<file path="src/rtl/pmc_pkg.sv">
// ---------------------------------------------------------------------------
// pmc_pkg
// types and codes shared by the path mtu cache cells and top level
// ---------------------------------------------------------------------------
package pmc_pkg;

    localparam int SLOT_IW = 8;

    typedef enum logic [1:0] {
        CMD_TICK   = 2'd0,
        CMD_UPDATE = 2'd1,
        CMD_LOOKUP = 2'd2,
        CMD_NOP    = 2'd3
    } t_cmd;

    typedef enum logic [2:0] {
        ST_STORED    = 3'd0,
        ST_REFRESHED = 3'd1,
        ST_REJECTED  = 3'd2,
        ST_HIT       = 3'd3,
        ST_DEFAULT   = 3'd4
    } t_status;

    typedef enum logic [1:0] {
        CFG_LIFETIME = 2'd0,
        CFG_V4_FLOOR = 2'd1,
        CFG_V6_FLOOR = 2'd2
    } t_cfg_idx;

    typedef enum logic [2:0] {
        OP_NONE,
        OP_TICK,
        OP_RETIRE,
        OP_REFRESH,
        OP_LOWER,
        OP_INSERT
    } t_cell_op;

    typedef enum logic [1:0] {
        S_IDLE,
        S_EVAL,
        S_SCAN,
        S_DONE
    } t_state;

    // command broadcast to every cell
    typedef struct packed {
        t_cell_op           op;
        logic               is_v6;
        logic [63:0]        addr_high;
        logic [63:0]        addr_low;
        logic [15:0]        mtu;
        logic [31:0]        exp_new;
        logic [31:0]        cmp_time;
        logic [SLOT_IW-1:0] pick;
    } t_cell_cmd;

    // what each cell reports back
    typedef struct packed {
        logic        match;
        logic        expired;
        logic [15:0] mtu;
    } t_cell_stat;

    // victim search token handed cell to cell
    typedef struct packed {
        logic               vld;
        logic               done;
        logic [SLOT_IW-1:0] idx;
        logic [31:0]        expiry;
    } t_scan;

    // time t has reached expiry e, wrapping compare
    function automatic logic reached(input logic [31:0] t, input logic [31:0] e);
        logic [31:0] d;
        d = t - e;
        return ~d[31];
    endfunction

endpackage

</file>
<file path="src/rtl/pmc_cell.sv">
// ---------------------------------------------------------------------------
// pmc_cell
// one cache slot: local match, expiry check, update and victim search hop
// ---------------------------------------------------------------------------
module pmc_cell
    import pmc_pkg::*;
#(
    parameter int IDX = 0
) (
    input  logic       i_clk,
    input  logic       i_rst_n,
    input  t_cell_cmd  i_cmd,
    input  t_scan      i_tok,
    output t_scan      o_tok,
    output t_cell_stat o_stat
);

    localparam logic [SLOT_IW-1:0] MY_IDX = SLOT_IW'(IDX);

    logic        r_valid;
    logic        r_is_v6;
    logic [63:0] r_hi;
    logic [63:0] r_lo;
    logic [15:0] r_mtu;
    logic [31:0] r_exp;
    t_scan       r_tok;
    t_scan       n_tok;
    logic        w_match;
    logic        w_reached;

    // local key compare and expiry check
    assign w_match   = r_valid && (r_is_v6 == i_cmd.is_v6) &&
                       (r_hi == i_cmd.addr_high) && (r_lo == i_cmd.addr_low);
    assign w_reached = r_valid && reached(i_cmd.cmp_time, r_exp);

    assign o_stat.match   = w_match;
    assign o_stat.expired = w_reached;
    assign o_stat.mtu     = r_mtu;

    // slot state
    always_ff @(posedge i_clk) begin
        if (!i_rst_n) begin
            r_valid <= 1'b0;
        end else begin
            unique case (i_cmd.op)
                OP_TICK: begin
                    if (w_reached) r_valid <= 1'b0;
                end
                OP_RETIRE: begin
                    if (w_match) r_valid <= 1'b0;
                end
                OP_REFRESH: begin
                    if (w_match) r_exp <= i_cmd.exp_new;
                end
                OP_LOWER: begin
                    if (w_match) begin
                        r_mtu <= i_cmd.mtu;
                        r_exp <= i_cmd.exp_new;
                    end
                end
                OP_INSERT: begin
                    if (i_cmd.pick == MY_IDX) begin
                        r_valid <= 1'b1;
                        r_is_v6 <= i_cmd.is_v6;
                        r_hi    <= i_cmd.addr_high;
                        r_lo    <= i_cmd.addr_low;
                        r_mtu   <= i_cmd.mtu;
                        r_exp   <= i_cmd.exp_new;
                    end
                end
                default: ;
            endcase
        end
    end

    // victim search: first free slot, else oldest expiry
    always_comb begin
        n_tok = i_tok;
        if (i_tok.vld && !i_tok.done) begin
            if (!r_valid) begin
                n_tok.done   = 1'b1;
                n_tok.idx    = MY_IDX;
            end else if ((IDX == 0) || ((r_exp - i_tok.expiry) >> 31) != 32'd0) begin
                n_tok.idx    = MY_IDX;
                n_tok.expiry = r_exp;
            end
        end
    end

    always_ff @(posedge i_clk) begin
        if (!i_rst_n) begin
            r_tok.vld <= 1'b0;
        end else begin
            r_tok.vld <= n_tok.vld;
        end
        r_tok.done   <= n_tok.done;
        r_tok.idx    <= n_tok.idx;
        r_tok.expiry <= n_tok.expiry;
    end

    assign o_tok = r_tok;

endmodule

</file>
<file path="config.mk">
export PLATFORM = sky130hd
export DESIGN_NAME = pmc_cell
export DESIGN_NICKNAME = d
export VERILOG_FILES = /design/src/rtl/pmc_pkg.sv /design/src/rtl/pmc_cell.sv
export SDC_FILE = /design/constraint.sdc
export NUM_CORES = 1
export LEC_CHECK = 0
export BUFFER_PORTS_ARGS = -buffer_cell sky130_fd_sc_hd__clkbuf_2
export CAP_MARGIN = 0
export CORE_ASPECT_RATIO = 0.7
export CORE_UTILIZATION = 40
export DETAILED_ROUTE_END_ITERATION = 16
export PLACE_DENSITY = 0.7
export SLEW_MARGIN = 20
export SYNTH_ARGS = -nofsm -noshare
export SYNTH_HDL_FRONTEND = slang
export SYNTH_SLANG_ARGS = --single-unit
</file>
<file path="constraint.sdc">
create_clock -name i_clk -period 15.4 [get_ports i_clk]
set_clock_uncertainty 0.05 [all_clocks]
set_input_delay 1.54 -clock i_clk [delete_from_list [all_inputs] [get_ports i_clk]]
set_output_delay 1.54 -clock i_clk [all_outputs]
set_load 0.02 [all_outputs]
</file>
==> impl_results.md <==
* Share of cells above drive strength 1 at 0.363
* Worst r2r dst: r_mtu[1]
* Initial antenna violation count at 3
* Routed len/inst at 16.8 um
* Layout Utilization at 0.543
* Placer Congestion at 0.934
* Worst hold start: r_exp[0]
* Top cell type by total area after synthesis: edfxtp_1
* Distinct cell type count after synthesis at 48
* Slowest cell on crit path: or4_4
* Drt pass-1 iters at 4
* Worst setup EP type: primary output
* Power per cell area at 112 nW/um2
* Synthesized cell area at 9130 um2
* GRT Util Overall at 0.186
* First-pass GRT wire length at 33.4 mm
* Min Tclk post-route at 5260 ps
* Final hold viol count at 0
* Num CTS Buffers at 22
* CTS resizes at 0
* Hold Path Depth at 1
* R2r startpoint: r_hi[17]
* WHS at 462 ps
* R2R depth at 8
* Most frequent cells in the layout: 323 x clkbuf_2, 177 x edfxtp_1, 77 x inv_1
* R2R setup slack at 12010 ps
* Layout area overhead at 30.9%
* Tot Pwr at 1340 uW
* Crit path launch: i_cmd[143]
* Final setup fails at 0
* Final instance area at 11900 um2
* Max FO, Critical Path at 3
* Clock Path Buffers at 3
* Hold-fix buffers at CTS at 0
* Routed Antenna Nets at 0
* CTS sink cnt at 220
* Critical path arrival at 3670 ps
* Worst Tran Pin Value at 870 ps
* Main synth FF type: edfxtp_1
* Initial DRC Count at 364
* Async set or reset register ratio after synthesis at 0
* Fmax at 0.190 GHz
* Crit-path max cell delay at 580 ps
* Most frequent CP cell: clkbuf_2
* Leak pwr at 0.00512 uW
* Ports at 324
* Ys Warns at 0
* Synth area leaders: edfxtp_1 58%, dfxtp_1 9.4%, xor2_1 4.2%
* Starting Density at 0.414
* Hold endpoint: o_tok[0]
* DP HPWL at 17.7 mm
* Post-Synthesis Cells at 671
* Nets at 1308
* #FFs+latches synth at 220
* Slew headroom at 0.420
* Vias in the first global route at 6173
* CTS tree: done
* Setup_tns at 0 ps
* Post-synthesis sequential area ratio at 0.677
* WP data required at 13810 ps
* Syn_area_per_cell at 13.6 um2
* Maximum VDD drop at 0.0729 mV
* Clk pin slew, worst setup/hold paths at 60 ps
* Port Buffers at 323
* DP Area at 11100 um2
* Share of the synthesized area in the top cell type at 0.582
* Critical path class: in -> out
* Die extent in x at 183 um
* Die Ht at 128 um
* Post-Route WL at 22.3 mm
* Worst hold path type: reg -> reg
* Unrepaired setup endpoints after global routing: false
* Htree depth at 1
* Via Count at 6392
* Commonest non-fill, non-tap cell in the layout: clkbuf_2
* Final worst path period share at 0.342
* Vias/cell at 4.79
* Setup bufs post-CTS at 0
* Post-synth EDFFs at 177
* Residual DRC count at 0
* Root buf cell: clkbuf_16
* Core region area at 22000 um2
* Die area at 23400 um2
* Clock latency on the worst-skew pair at 500 ps
* Antenna cells at 0
* Status: completed
* Max-slew violations at 0
* GRT Residual Overflow at 0
* Cell Chain, Critical Path: clkbuf_2 -> nor2b_1 -> a2111o_1 -> nor4_1 -> nand4_1 -> or4_4 -> nor3_1 -> clkbuf_2
* Worst setup SP type: primary input
* Mapped Nets at 965
* WP buf/inv at 2
* Largest net degree at the start of global routing at 69
* Max Cap Violations at 0
* CP top delay family: simple AND/OR/NAND/NOR gates
* Cell Rows at 45
synth_stat cells, types with 3 or more instances:
cell type and instances:
dfxtp_1 43, xnor2_1 32, a22oi_1 3, nand4_1 14, nand2b_1 16, nor2_1 8
a21oi_1 14, and2_1 10, o221ai_1 4, clkbuf_1 7, edfxtp_1 177, o21ai_0 41
nor4_1 21, o2bb2ai_1 5, nor2b_1 13, ha_1 30, a22o_1 5, nand2_1 45
nand3_1 3, o22ai_1 13, xor2_1 44, a2111oi_0 5, o2111ai_1 5, inv_1 77
logic make-up (layout without fill, tap and decap cells):
group	Yosys count	count (layout)	share of synthesized area
AND/OR/NAND/NOR	141	141	0.0839
AO/OA/AOI/OAI	114	114	0.0857
XOR/XNOR	76	76	0.0729
buffers and inverters	88	446	0.0370
adder cells (fa/ha/maj)	30	30	0.0411
flip-flops	220	220	0.677
multiplexers	2	2	0.00247
worst reg2reg max path, delay by kind of cell (launching register included):
family | cells | cell delay (ps)
AOI/OAI and AO/OA | 3 | 1050
buffers and inverters | 1 | 290
DFF | 1 | 390
and+or+nand+nor | 4 | 1300
how the worst max path moves through the flow:
stage	to	slack, ps	depth (start not counted)
6_report	o_stat[17]	10140	8
5_1_grt	o_stat[17]	9990	8
4_1_cts	o_stat[17]	10200	8
3_5_place_dp	o_stat[17]	10200	8
3_3_place_gp	o_stat[17]	10100	8
2_1_floorplan	r_exp[0]	2870	4
registers in the layout (all words and copies together), names as in the netlist:
register  flops
r_hi         64
r_lo         64
o_tok        42
r_exp        32
r_mtu        16
r_is_v6       1
r_valid       1
power breakdown:
group / internal (uW) / switching, uW
registers: 647 / 1.80
logic: 44.1 / 45.1
clock network: 380 / 219
total: 1070 / 266
cell type report:
cell class	instances	area, um2
Clock inverter	10	173
Inverter	79	297
Fill cell	1898	10100
Multi-Input combinational cell	363	2620
Timing Repair Buffer	328	1650
Sequential cell	220	6180
Tap cell	305	382
Clock buffer	29	651
metrics by stage:
stage / instances / setup slack, ps
detailed placement: 1295 / 10200
global route: 1334 / 9990
floorplan: 671 / 2870
global placement: 1295 / 10100
finish: 1334 / 10140
CTS: 1334 / 10200
per-layer routing:
layer	wire length (um)	vias to the layer above	GRT usage
met3	2170	41	0.0614
met5	40	-	0
met4	562	6	0.0544
met1	9940	2949	0.258
met2	9640	264	0.279
li1	-	3132	-
(Power assumes the default switching activity.)
